===== src/lnf_pkg.sv =====
// Shared constants, payload structs and controller/datapath signal groups
// for the layer normalization forward core. No dependencies.
package lnf_pkg;

    localparam int DATA_W       = 24;
    localparam int FRAC_W       = 16;
    localparam int MAX_FEATURES = 4096;
    localparam int CNT_W        = 13;
    localparam int EPS_W        = 32;
    localparam int RSTD_W       = 32;
    localparam int SUM_W        = 37;
    localparam int SQS_W        = 60;
    localparam int MEAN_MAG_W   = 36;
    localparam int DVD_W        = 65;
    localparam int DVS_W        = 61;
    localparam int ITER_W       = 7;
    localparam int DIV_STEPS    = 65;
    localparam int SQRT_STEPS   = 32;
    localparam int CFG_IDX_W    = 8;

    localparam logic [CNT_W-1:0] FC_RESET  = 13'd4096;
    localparam logic [EPS_W-1:0] EPS_RESET = 32'd42950;

    localparam logic [CFG_IDX_W-1:0] CFG_FEATURE_COUNT    = 8'd0;
    localparam logic [CFG_IDX_W-1:0] CFG_VARIANCE_EPSILON = 8'd1;

    localparam logic [1:0] DIV_SEL_MEAN = 2'd0;
    localparam logic [1:0] DIV_SEL_EX2  = 2'd1;
    localparam logic [1:0] DIV_SEL_Q    = 2'd2;

    localparam logic KIND_STATS = 1'b0;
    localparam logic KIND_NORM  = 1'b1;

    typedef struct packed {
        logic                     func;
        logic signed [DATA_W-1:0] x_value;
        logic signed [DATA_W-1:0] gamma;
        logic signed [DATA_W-1:0] beta;
    } t_in_item;

    typedef struct packed {
        logic                     result_kind;
        logic signed [DATA_W-1:0] y_value;
        logic signed [DATA_W-1:0] row_mean;
        logic [RSTD_W-1:0]        row_rstd;
        logic                     saturated;
    } t_out_item;

    typedef struct packed {
        logic       capture;
        logic       acc;
        logic       div_load;
        logic [1:0] div_sel;
        logic       div_step;
        logic       mean_cap;
        logic       sqr;
        logic       m2;
        logic       var_calc;
        logic       sqrt_load;
        logic       sqrt_step;
        logic       fin;
        logic       n1;
        logic       n2;
        logic       n3;
        logic       n4;
        logic       n5;
        logic       out_norm;
    } t_cmd;

    typedef struct packed {
        logic in_func;
        logic row_last;
        logic div_last;
        logic sqrt_last;
        logic v_small;
        logic out_free;
    } t_sts;

endpackage


===== src/lnf_ctrl.sv =====
// Sequencing state machine of the layer normalization core.
// Depends on lnf_pkg for the command and status groups.
module lnf_ctrl (
    input  logic          i_clk,
    input  logic          i_rst_n,
    input  logic          i_in_valid,
    output logic          o_in_ready,
    input  lnf_pkg::t_sts i_sts,
    output lnf_pkg::t_cmd o_cmd
);

    localparam logic [4:0] S_IDLE     = 5'd0;
    localparam logic [4:0] S_ACC      = 5'd1;
    localparam logic [4:0] S_LD_MEAN  = 5'd2;
    localparam logic [4:0] S_DIV_MEAN = 5'd3;
    localparam logic [4:0] S_LD_EX2   = 5'd4;
    localparam logic [4:0] S_DIV_EX2  = 5'd5;
    localparam logic [4:0] S_SQR      = 5'd6;
    localparam logic [4:0] S_M2       = 5'd7;
    localparam logic [4:0] S_VAR      = 5'd8;
    localparam logic [4:0] S_CHK      = 5'd9;
    localparam logic [4:0] S_DIV_Q    = 5'd10;
    localparam logic [4:0] S_LD_SQRT  = 5'd11;
    localparam logic [4:0] S_SQRT     = 5'd12;
    localparam logic [4:0] S_FIN      = 5'd13;
    localparam logic [4:0] S_N1       = 5'd14;
    localparam logic [4:0] S_N2       = 5'd15;
    localparam logic [4:0] S_N3       = 5'd16;
    localparam logic [4:0] S_N4       = 5'd17;
    localparam logic [4:0] S_N5       = 5'd18;
    localparam logic [4:0] S_N6       = 5'd19;

    logic [4:0] r_state;
    logic [4:0] n_state;

    always_ff @(posedge i_clk) begin
        if (!i_rst_n) begin
            r_state <= S_IDLE;
        end else begin
            r_state <= n_state;
        end
    end

    assign o_in_ready = (r_state == S_IDLE);

    always_comb begin
        n_state = r_state;
        o_cmd   = '0;
        unique case (r_state)
            S_IDLE: begin
                if (i_in_valid) begin
                    o_cmd.capture = 1'b1;
                    n_state = i_sts.in_func ? S_N1 : S_ACC;
                end
            end
            S_ACC: begin
                o_cmd.acc = 1'b1;
                n_state = i_sts.row_last ? S_LD_MEAN : S_IDLE;
            end
            S_LD_MEAN: begin
                o_cmd.div_load = 1'b1;
                o_cmd.div_sel  = lnf_pkg::DIV_SEL_MEAN;
                n_state = S_DIV_MEAN;
            end
            S_DIV_MEAN: begin
                o_cmd.div_step = 1'b1;
                if (i_sts.div_last) begin
                    n_state = S_LD_EX2;
                end
            end
            S_LD_EX2: begin
                o_cmd.mean_cap = 1'b1;
                o_cmd.div_load = 1'b1;
                o_cmd.div_sel  = lnf_pkg::DIV_SEL_EX2;
                n_state = S_DIV_EX2;
            end
            S_DIV_EX2: begin
                o_cmd.div_step = 1'b1;
                if (i_sts.div_last) begin
                    n_state = S_SQR;
                end
            end
            S_SQR: begin
                o_cmd.sqr = 1'b1;
                n_state = S_M2;
            end
            S_M2: begin
                o_cmd.m2 = 1'b1;
                n_state = S_VAR;
            end
            S_VAR: begin
                o_cmd.var_calc = 1'b1;
                n_state = S_CHK;
            end
            S_CHK: begin
                if (i_sts.v_small) begin
                    n_state = S_FIN;
                end else begin
                    o_cmd.div_load = 1'b1;
                    o_cmd.div_sel  = lnf_pkg::DIV_SEL_Q;
                    n_state = S_DIV_Q;
                end
            end
            S_DIV_Q: begin
                o_cmd.div_step = 1'b1;
                if (i_sts.div_last) begin
                    n_state = S_LD_SQRT;
                end
            end
            S_LD_SQRT: begin
                o_cmd.sqrt_load = 1'b1;
                n_state = S_SQRT;
            end
            S_SQRT: begin
                o_cmd.sqrt_step = 1'b1;
                if (i_sts.sqrt_last) begin
                    n_state = S_FIN;
                end
            end
            S_FIN: begin
                if (i_sts.out_free) begin
                    o_cmd.fin = 1'b1;
                    n_state = S_IDLE;
                end
            end
            S_N1: begin
                o_cmd.n1 = 1'b1;
                n_state = S_N2;
            end
            S_N2: begin
                o_cmd.n2 = 1'b1;
                n_state = S_N3;
            end
            S_N3: begin
                o_cmd.n3 = 1'b1;
                n_state = S_N4;
            end
            S_N4: begin
                o_cmd.n4 = 1'b1;
                n_state = S_N5;
            end
            S_N5: begin
                o_cmd.n5 = 1'b1;
                n_state = S_N6;
            end
            S_N6: begin
                if (i_sts.out_free) begin
                    o_cmd.out_norm = 1'b1;
                    n_state = S_IDLE;
                end
            end
            default: begin
                n_state = S_IDLE;
            end
        endcase
    end

endmodule


===== config.mk =====
export PLATFORM = sky130hd
export DESIGN_NAME = lnf_ctrl
export DESIGN_NICKNAME = d
export VERILOG_FILES = /design/src/lnf_pkg.sv /design/src/lnf_ctrl.sv
export SDC_FILE = /design/constraint.sdc
export NUM_CORES = 1
export LEC_CHECK = 0
export BUFFER_PORTS_ARGS = -buffer_cell sky130_fd_sc_hd__buf_2
export CELL_PAD_IN_SITES_DETAIL_PLACEMENT = 2
export CELL_PAD_IN_SITES_GLOBAL_PLACEMENT = 2
export CORE_ASPECT_RATIO = 1.2
export CORE_UTILIZATION = 24
export DETAILED_ROUTE_END_ITERATION = 10
export GPL_TIMING_DRIVEN = 0
export PLACE_DENSITY_LB_ADDON = 0.1
export SLEW_MARGIN = 20
export SYNTH_ARGS = -nofsm -noshare
export SYNTH_HDL_FRONTEND = slang
export SYNTH_SLANG_ARGS = --single-unit

===== constraint.sdc =====
create_clock -name i_clk -period 1.6 [get_ports i_clk]
set_input_delay 0.08 -clock i_clk [delete_from_list [all_inputs] [get_ports i_clk]]
set_output_delay 0.08 -clock i_clk [all_outputs]
set_load 0.02 [all_outputs]

==> results.py, run 1 <==
metrics = {
    "die": {
        "die-area_um2": 3520,
        "die_w_um": 54.3,
        "core_um2": 3080,
        "io_pins": 29,
        "die_h_um": 64.8,
        "row_count": 22,
        "initial_utilization": 0.256,
    },
    "yosys": {
        "async_reset_ff_frac": 0,
        "synth-seq-area-share": 0.127,
        "synth_flop_cell": "dfxtp_1",
        "synth_cells": 102,
        "synth_most_common_cell": "nor3_1",
        "syn_nets": 111,
        "synth_warnings": 0,
        "synth_common_cells": "nor3_1, nor2_1, nand2_1",
        "netlist_area_um2": 788,
        "ys_seq_elements": 5,
        "syn_avg_cell_area_um2": 7.73,
        "netlist.area_leader.share": 0.127,
        "ys_types": 45,
        "synth.area.top_cells": "dfxtp_1, nor3_1, nand4bb_1",
        "yosys.area.top_type": "dfxtp_1",
        "synth_edf_count": 0,
    },
    "final_layout": {
        "multi_input_area_um2": 702,
        "finish.utilization": 0.387,
        "drive_gt1_frac": 0.554,
        "diodes": 0,
        "syn_to_final_growth_pct": 51.4,
        "nets": 149,
        "largest_reg_flops": 5,
        "top_register": "r_state",
        "num-fill-cells": 367,
        "largestRegisters": "r_state: 5 flops",
        "seq_area_um2": 105,
    },
    "pwr": {
        "internal_power_mw": 0.974,
        "clkPwrFrac": 0.077,
        "vdd_drop_max_uv": 792,
        "p_seq_frac": 0.104,
        "leakage_nw": 0.470,
        "switching_share": 0.491,
        "p_comb_frac": 0.818,
        "p_switching_mw": 0.938,
        "p_per_area_nw_per_um2": 1600,
    },
    "setup_path": {
        "r2r_cells": 5,
        "endpoint_kind": "primary output",
        "critPathArrivalTime_ns": 1.54,
        "r2r_slack_ns": -0.01,
        "crit_type": "reg -> out",
        "start_kind": "flip-flop",
        "worstPathMaxFanout": 5,
        "worstPathRequired_ns": 1.52,
    },
    "timing": {
        "worst_slew_pin_slew_ns": 0.339,
        "slew_violations": 0,
        "period_share": 1.01,
        "clock_skew_ns": 0.00616,
        "fmax_mhz": 618,
        "maxSlewHeadroom": 0.770,
        "whs_ns": 0.139,
        "period_needed_ns": 1.62,
        "setup_viol": 3,
        "hold_viol": 0,
        "setup_ws_ns": -0.0179,
        "rsz0062_at_grt": "true",
    },
    "route": {
        "via_per_inst": 5.52,
        "drc": 0,
        "ant_nets": 0,
        "avgRoutedWirePerCell_um": 18.9,
        "finalWirelength_um": 3310,
        "vias": 966,
        "drtIter0Drc": 10,
        "first_pass_iters": 4,
    },
    "clocking": {
        "cts_max_path_buffers": 2,
        "clk_latency_ns": 0.25,
        "htree_levels": 1,
        "cts.sinks": 5,
        "cts_tree": "done",
        "numCtsBuffers": 3,
        "path_clk_slew_ns": 0.05,
        "root_buffer": "clkbuf_4",
        "postCtsHoldBufs": 0,
    },
    "global_route": {
        "track_usage": 0.212,
        "antenna_found_initial": 0,
        "grt_max_degree": 11,
        "grt_pass1_vias": 1045,
        "grt_first_pass_wirelength_um": 5450,
        "grt_remaining_overflow": 0,
    },
    "run": {
        "cap_violations": 0,
    },
    "placed_design": {
        "gp_congestion": 0.739,
        "place.port_buffers": 28,
        "place_hpwl_um": 2320,
    },
    "min_path": {
        "min_path_cells": 2,
        "hp-class": "in -> reg",
    },
    "outcome": {
        "status": "complete, but fails checks",
        "violations": "setup timing",
    },
}
power by group through the flow:
| stage | registers [mW] | logic, mW | clock network (mW) |
|---|---|---|---|
| floorplan | 0.184 | 0.925 | 0 |
| global route | 0.203 | 1.68 | 0.166 |
| global placement | 0.190 | 1.22 | 0 |
| CTS | 0.200 | 1.41 | 0.154 |
| finish | 0.200 | 1.56 | 0.148 |
| detailed placement | 0.192 | 1.24 | 0 |
per-stage QoR:
stage,worst slack (ns),power (mW),setup TNS (ns),instances,instance area [µm²]
global route,-0.0802,2.05,-0.323,175,1190
finish,-0.0179,1.91,-0.0340,175,1190
detailed placement,-0.172,1.44,-0.787,166,978
floorplan,0.0459,1.11,0,102,793
global placement,-0.192,1.41,-0.572,166,978
CTS,-0.0577,1.76,-0.159,174,1100
path summary, 6_finish.rpt:
check / end / startpoint
worst max register to register: r_state[0]$_SDFFE_PN0P_ / r_state[1]$_SDFFE_PN0P_
worst max-delay path: o_cmd[13] / r_state[2]$_SDFFE_PN0P_
worst min register to register: r_state[3]$_SDFFE_PN0P_ / r_state[3]$_SDFFE_PN0P_
worst min-delay path: r_state[4]$_SDFFE_PN0P_ / i_rst_n
cell type report:
type | instances | area share
buffer | 11 | 0.0901
clock buffer | 4 | 0.0220
inverter | 3 | 0.0126
multi-input combinational | 83 | 0.588
sequential | 5 | 0.0881
tap | 36 | 0.0377
timing repair buffer | 33 | 0.161
cell families after synthesis:
| kind of cell | share of synthesized area |
|---|---|
| AND/OR/NAND/NOR | 0.405 |
| AO/OA/AOI/OAI | 0.310 |
| buffers and inverters | 0.111 |
| flip-flops | 0.127 |
| XOR/XNOR | 0.0349 |
| multiplexers | 0.0127 |
layout by cell type, fill, tap and decap left out, types with 2 or more instances in the layout:
cell type  instances
nor3_2             2
a21oi_1            2
nand2b_2           2
buf_2             25
nand4bb_1          3
nand2_1            6
o21ai_0            5
o21a_1             3
dfxtp_2            4
nor4_1             4
clkbuf_2           2
or3_4              3
nand2b_1           2
inv_1              2
clkbuf_4           3
buf_6              8
nor3_1             8
o211ai_1           3
buf_4              8
nand3_1            2
nor2_1             6
nor3_4             2
o32ai_1            3
critical path: stages, from the launching register on:
cell	delay [ns]
dfxtp_2	0.33
buf_6	0.14
xnor2_4	0.14
or3_4	0.38
a21oi_2	0.13
buf_4	0.15
per-layer routing:
layer	share of wire	vias up	global-route usage
li1	-	461	-
met1	0.42	472	0.240
met2	0.53	29	0.401
met3	0.040	4	0.0352
met4	0.010	0	0.0321
met5	0	-	0
repair_timing:
| action | 4_1_cts | 5_1_grt |
|---|---|---|
| endpoints found under the setup margin | 23 | 16 |
| resized for setup | 25 | 20 |
| cloned | 1 | 0 |
| buffers inserted | 3 | 1 |
| pin swaps | 3 | 5 |
(Power assumes the default switching activity.)
==> run 2, diff against run 1 <==
--- a/config.mk
+++ b/config.mk
@@ -5,11 +5,12 @@
 export SDC_FILE = /design/constraint.sdc
 export NUM_CORES = 1
 export LEC_CHECK = 0
+export ABC_AREA = 1
 export BUFFER_PORTS_ARGS = -buffer_cell sky130_fd_sc_hd__buf_2
 export CELL_PAD_IN_SITES_DETAIL_PLACEMENT = 2
 export CELL_PAD_IN_SITES_GLOBAL_PLACEMENT = 2
 export CORE_ASPECT_RATIO = 1.2
-export CORE_UTILIZATION = 24
+export CORE_UTILIZATION = 19
 export DETAILED_ROUTE_END_ITERATION = 10
 export GPL_TIMING_DRIVEN = 0
 export PLACE_DENSITY_LB_ADDON = 0.1
==> run 2 against run 1 <==
  * The flow now finishes without violations
  * Clock skew is 0.0041 ns lower
  * Setup slack improved by 0.12 ns
  * Clock-buffer cell count unchanged
  * Global-route usage shrank 6.7 points
  * Combinational power fell by 20%
  * Highest routed layer is now met3
  * Register-to-register slack better by 0.13 ns
  * Hold slack better by 0.019 ns
  * Cell count grew 14%
  * Synthesized cell count rose by 25%
  * Critical path type unchanged
  * Largest power group unchanged
  * Clock power rose by 57%
  * Sequential cell count is the same
==> results.py, run 2 <==
metrics = {
    "pwr": {
        "clkPwrFrac": 0.131,
        "leakage_nw": 0.581,
        "p_seq_frac": 0.168,
        "internal_power_mw": 0.766,
        "p_switching_mw": 1.01,
        "p_comb_frac": 0.701,
        "report.power.total_mw": 1.78,
        "vdd_drop_max_uv": 787,
        "p_per_area_nw_per_um2": 1910,
        "switching_share": 0.570,
    },
    "final_layout": {
        "largestRegisters": "r_state: 5 flops",
        "stdcell_area_um2": 935,
        "diodes": 0,
        "syn_to_final_growth_pct": 41.2,
        "drive_gt1_frac": 0.377,
        "layout_common_cells": "nand2_1, buf_2, inv_1, nor2_1, nand3_1",
        "largest_reg_flops": 5,
        "top_register": "r_state",
        "layout_commonest_cell": "nand2_1",
        "nets": 172,
    },
    "yosys": {
        "synth_most_common_cell": "nand2_1",
        "synth_edf_count": 0,
        "ys_types": 17,
        "syn_avg_cell_area_um2": 5.17,
        "synth_flop_cell": "dfxtp_1",
        "ys_seq_elements": 5,
        "netlist.area_leader.share": 0.193,
        "yosys.area.top_type": "nand2_1",
        "synth_cells": 128,
        "syn_nets": 137,
        "async_reset_ff_frac": 0,
        "synth_common_cells": "nand2_1, inv_1, nor2_1",
        "synth-seq-area-share": 0.151,
        "synth.area.top_cells": "nand2_1, dfxtp_1, inv_1",
        "netlist_area_um2": 662,
        "synth_warnings": 0,
    },
    "die": {
        "row_count": 23,
        "io_pins": 29,
        "die-area_um2": 3720,
        "die_h_um": 66.7,
        "die_w_um": 55.9,
        "initial_utilization": 0.198,
        "core_um2": 3340,
    },
    "timing": {
        "period_needed_ns": 1.49,
        "period_share": 0.934,
        "worst_slew_pin_slew_ns": 0.246,
        "rsz0062_at_grt": "true",
        "hold_viol": 0,
        "fmax_mhz": 669,
        "clock_skew_ns": 0.00209,
        "slew_violations": 0,
        "maxSlewHeadroom": 0.836,
        "setup_viol": 0,
    },
    "setup_path": {
        "r2r_cells": 10,
        "r2r-end": "r_state[1]$_SDFFE_PN0P_",
        "worstPathMaxFanout": 7,
        "r2r_start": "r_state[0]$_SDFFE_PN0P_",
        "worstPathRequired_ns": 1.52,
        "crit_type": "reg -> out",
        "endpoint_kind": "primary output",
        "start_kind": "flip-flop",
        "r2r_slack_ns": 0.12,
        "critPathArrivalTime_ns": 1.41,
    },
    "clocking": {
        "root_buffer": "clkbuf_8",
        "cts.sinks": 5,
        "postCtsHoldBufs": 0,
        "cts_tree": "done",
        "numCtsBuffers": 3,
        "path_clk_slew_ns": 0.04,
        "clk_latency_ns": 0.22,
        "htree_levels": 1,
        "cts_max_path_buffers": 2,
    },
    "route": {
        "drtIter0Drc": 2,
        "vias": 903,
        "finalWirelength_um": 2610,
        "via_per_inst": 4.54,
        "ant_nets": 0,
        "first_pass_iters": 3,
        "drc": 0,
        "avgRoutedWirePerCell_um": 13.1,
    },
    "placed_design": {
        "place_hpwl_um": 2230,
        "place.port_buffers": 28,
        "gp_congestion": 0.730,
        "placed_cell_area_um2": 848,
    },
    "min_path": {
        "min_to": "r_state[0]$_SDFFE_PN0P_",
        "hp-class": "in -> reg",
        "hp-start": "i_rst_n",
        "min_path_cells": 3,
    },
    "global_route": {
        "antenna_found_initial": 0,
        "grt_remaining_overflow": 0,
        "grt_pass1_vias": 946,
        "grt_max_degree": 9,
        "grt_first_pass_wirelength_um": 4250,
        "track_usage": 0.145,
    },
    "run": {
        "cap_violations": 0,
    },
    "outcome": {
        "status": "finished clean",
    },
}
## run 2: cell type report
class | instances | area, µm²
well taps | 37 | 46.3
clock buffers | 4 | 45.0
repair buffers | 30 | 155
fillers | 450 | 2400
flip-flops and latches | 5 | 109
multi-input cells | 97 | 482
inverters | 26 | 97.6
## run 2: through the flow
stage / TNS, ns / utilization / cells / setup WS, ns / hold WS [ns]
after floorplan: 0 / - / 128 / 0.175 / 0.217
after global placement: 0 / 0.254 / 193 / 0.0151 / 0.379
after detailed placement: -0.0218 / 0.254 / 193 / -0.0218 / 0.391
after CTS: 0 / 0.270 / 197 / 0.00877 / 0.167
after global routing: -0.0678 / 0.280 / 199 / -0.0332 / 0.212
final: 0 / 0.280 / 199 / 0.105 / 0.158
## run 2: worst max-delay path, stage by stage, from the launching register on
cell	delay, ns
dfxtp_4	0.37
nor2_4	0.20
inv_1	0.08
nor2_2	0.17
inv_1	0.10
nor2_1	0.11
buf_2	0.17
## run 2: cell families after synthesis
| family | count (synthesis) | synth area share |
|---|---|---|
| AO/OA/AOI/OAI | 14 | 0.106 |
| buffers and inverters | 26 | 0.147 |
| flip-flops | 5 | 0.151 |
| AND/OR/NAND/NOR | 83 | 0.595 |
## run 2: timing repair
action                     CTS  global route
gates resized for setup      4             8
pin swaps                    0             1
setup endpoints to repair    6             9
setup buffers                0             2
## run 2: worst max path at each step
stage | start | end | slack, ns | cells after the start
floorplan | r_state[3]$_SDFFE_PN0P_ | r_state[1]$_SDFFE_PN0P_ | 0.18 | 8
global placement | r_state[2]$_SDFFE_PN0P_ | r_state[1]$_SDFFE_PN0P_ | 0.02 | 9
detailed placement | r_state[2]$_SDFFE_PN0P_ | r_state[1]$_SDFFE_PN0P_ | -0.02 | 9
CTS | r_state[0]$_SDFFE_PN0P_ | r_state[1]$_SDFFE_PN0P_ | 0.009 | 10
global route | r_state[0]$_SDFFE_PN0P_ | r_state[3]$_SDFFE_PN0P_ | -0.03 | 10
finish | r_state[3]$_SDFFE_PN0P_ | o_cmd[1] | 0.11 | 6
## run 2: power groups by stage
stage / Sequential (mW) / Clock [mW] / Combinational [mW]
after floorplan: 0.245 / 0 / 0.835
after global placement: 0.262 / 0 / 1.17
after detailed placement: 0.267 / 0 / 1.19
after CTS: 0.280 / 0.237 / 1.21
after global routing: 0.315 / 0.246 / 1.40
final: 0.299 / 0.233 / 1.25
## run 2: routing by layer
layer  wire length (µm)  global-route usage  part of all wire  vias up
met4                  0             0.00915                 0        0
met2               1400               0.289              0.53       16
met1               1140               0.171              0.44      428
met5                  0                   0                 0        -
met3                 75              0.0214             0.029        0
li1                   -                   -                 -      459
==> run 3, diff against run 2 <==
==> constraint.sdc (replaced) <==
create_clock -name i_clk -period 1.6 [get_ports i_clk]
set_input_delay 0.32 -clock i_clk [delete_from_list [all_inputs] [get_ports i_clk]]
set_output_delay 0.32 -clock i_clk [all_outputs]
set_load 0.02 [all_outputs]
==> run 3 against run 2 <==
  * The run now ends with setup timing left
  * Utilization is 6.7 points higher
  * Global-route usage grew 0.95 points
  * Combinational power up 30%
  * Critical path type unchanged
  * Critical endpoint is now o_cmd[16]
  * Largest cell class unchanged
  * Highest routed layer is now met4
==> results.py, run 3 (synthesized netlist as in run 2, its figures left out) <==
metrics = {
    "outcome": {
        "status": "complete, but fails checks",
        "violations": "setup timing",
    },
    "die": {
        "io_pins": 29,
        "die-area_um2": 3720,
        "core_um2": 3340,
        "die_h_um": 66.7,
        "die_w_um": 55.9,
        "initial_utilization": 0.198,
        "row_count": 23,
    },
    "timing": {
        "rsz0062_at_grt": "true",
        "setup_ws_ns": -0.0205,
        "slew_violations": 0,
        "fin_tns_setup_ns": -0.0338,
        "hold_viol": 0,
        "worst_slew_pin_slew_ns": 0.225,
        "clock_skew_ns": 0.00108,
        "setup_viol": 2,
        "period_needed_ns": 1.62,
        "fmax_mhz": 617,
        "period_share": 1.01,
        "maxSlewHeadroom": 0.850,
    },
    "setup_path": {
        "start_kind": "flip-flop",
        "path_delay_family": "simple AND/OR/NAND/NOR gates",
        "worstPathMaxFanout": 6,
        "endpoint_kind": "primary output",
        "cp_slowest_stage_delay_ns": 0.40,
        "r2r_cells": 11,
        "crit_type": "reg -> out",
        "r2r-end": "r_state[1]$_SDFFE_PN0P_",
        "r2r_start": "r_state[3]$_SDFFE_PN0P_",
        "worstPathRequired_ns": 1.28,
        "crit_buf_inv": 2,
        "critPathArrivalTime_ns": 1.30,
        "path_cells": "inv_4, nor2_4, nand2_4, nor3_4, nand3b_1, buf_6",
        "critPathSlowestCell": "dfxtp_4",
        "r2r_slack_ns": 0.10,
    },
    "clocking": {
        "postCtsHoldBufs": 0,
        "htree_levels": 1,
        "cts.sinks": 5,
        "numCtsBuffers": 3,
        "cts_tree": "done",
        "path_clk_slew_ns": 0.03,
        "clk_latency_ns": 0.22,
        "root_buffer": "clkbuf_8",
        "cts_max_path_buffers": 2,
    },
    "final_layout": {
        "largestRegisters": "r_state: 5 flops",
        "num-fill-cells": 415,
        "largest_reg_flops": 5,
        "instances_no_fill": 207,
        "finish.utilization": 0.347,
        "layout_commonest_cell": "nand2_1",
        "drive_gt1_frac": 0.476,
        "top_register": "r_state",
        "syn_to_final_growth_pct": 74.9,
        "nets": 180,
        "diodes": 0,
        "layout_common_cells": "nand2_1, buf_2, inv_1, buf_4, nor2_1",
    },
    "global_route": {
        "grt_max_degree": 9,
        "track_usage": 0.155,
        "grt_first_pass_wirelength_um": 4480,
        "antenna_found_initial": 0,
        "grt_pass1_vias": 919,
        "grt_remaining_overflow": 0,
    },
    "placed_design": {
        "place_hpwl_um": 2280,
        "dpl.cell_count": 193,
        "place_ws_ns": -0.0815,
        "place.port_buffers": 28,
        "gp_congestion": 0.736,
    },
    "pwr": {
        "vdd_drop_max_uv": 816,
        "leakage_nw": 0.668,
        "report.power.total_mw": 2.20,
        "p_per_area_nw_per_um2": 1900,
    },
    "route": {
        "via_per_inst": 4.49,
        "drtIter0Drc": 7,
        "avgRoutedWirePerCell_um": 13.9,
        "vias": 930,
        "first_pass_iters": 4,
        "ant_nets": 0,
        "finalWirelength_um": 2880,
        "drc": 0,
    },
    "run": {
        "cap_violations": 0,
    },
    "min_path": {
        "hp-class": "in -> reg",
        "min_path_cells": 3,
        "hp-start": "i_rst_n",
        "min_to": "r_state[0]$_SDFFE_PN0P_",
    },
}
-- run 3: cell count changes in the layout (fill, tap and decap cells not counted), sizes merged --
| cell | delta |
|---|---|
| buf | +8 |
-- run 3: cell type report --
class,instances,area [µm²],share of cell area
Clock buffer,4,45.0,0.0389
Timing Repair Buffer,38,249,0.215
Sequential cell,5,119,0.103
Tap cell,37,46.3,0.0400
Inverter,26,110,0.0951
Multi-Input combinational cell,97,588,0.508
-- run 3: repair_timing --
action                                  CTS  global route
endpoints found under the setup margin   19            17
pin swaps                                 3             2
gates resized for setup                  35            24
setup buffers                             7             3
gates cloned                              0             0
-- run 3: worst max path at each step --
stage | startpoint | end | slack, ns | cells past startpoint
after floorplan | r_state[3]$_SDFFE_PN0P_ | o_cmd[16] | 0.03 | 5
after global placement | r_state[2]$_SDFFE_PN0P_ | o_cmd[2] | -0.02 | 6
after detailed placement | r_state[2]$_SDFFE_PN0P_ | o_cmd[3] | -0.08 | 6
after CTS | r_state[4]$_SDFFE_PN0P_ | o_cmd[13] | -0.001 | 6
after global routing | r_state[3]$_SDFFE_PN0P_ | o_cmd[16] | -0.12 | 6
final | r_state[3]$_SDFFE_PN0P_ | o_cmd[16] | -0.02 | 6
-- run 3: metrics by stage --
step / hold slack (ns) / area, µm²
2_1_floorplan: 0.482 / 668
3_3_place_gp: 0.521 / 855
3_5_place_dp: 0.525 / 855
4_1_cts: 0.405 / 1050
5_1_grt: 0.439 / 1160
6_report: 0.399 / 1160
-- run 3: power breakdown --
part	internal (mW)	switching [mW]
registers	0.199	0.141
logic	0.623	1.01
clock network	0.171	0.0583
-- run 3: tightest hold or removal path, stage by stage --
cell and delay [ns]:
buf_2 0.07, inv_1 0.07, a21oi_1 0.11
-- run 3: metal layers --
| layer | up-vias | GRT usage | wire length (µm) |
|---|---|---|---|
| met5 | - | 0 | 0 |
| met4 | 0 | 0.0274 | 8 |
| met3 | 2 | 0.00777 | 51 |
| met2 | 13 | 0.298 | 1580 |
| met1 | 434 | 0.192 | 1250 |
| li1 | 481 | - | - |
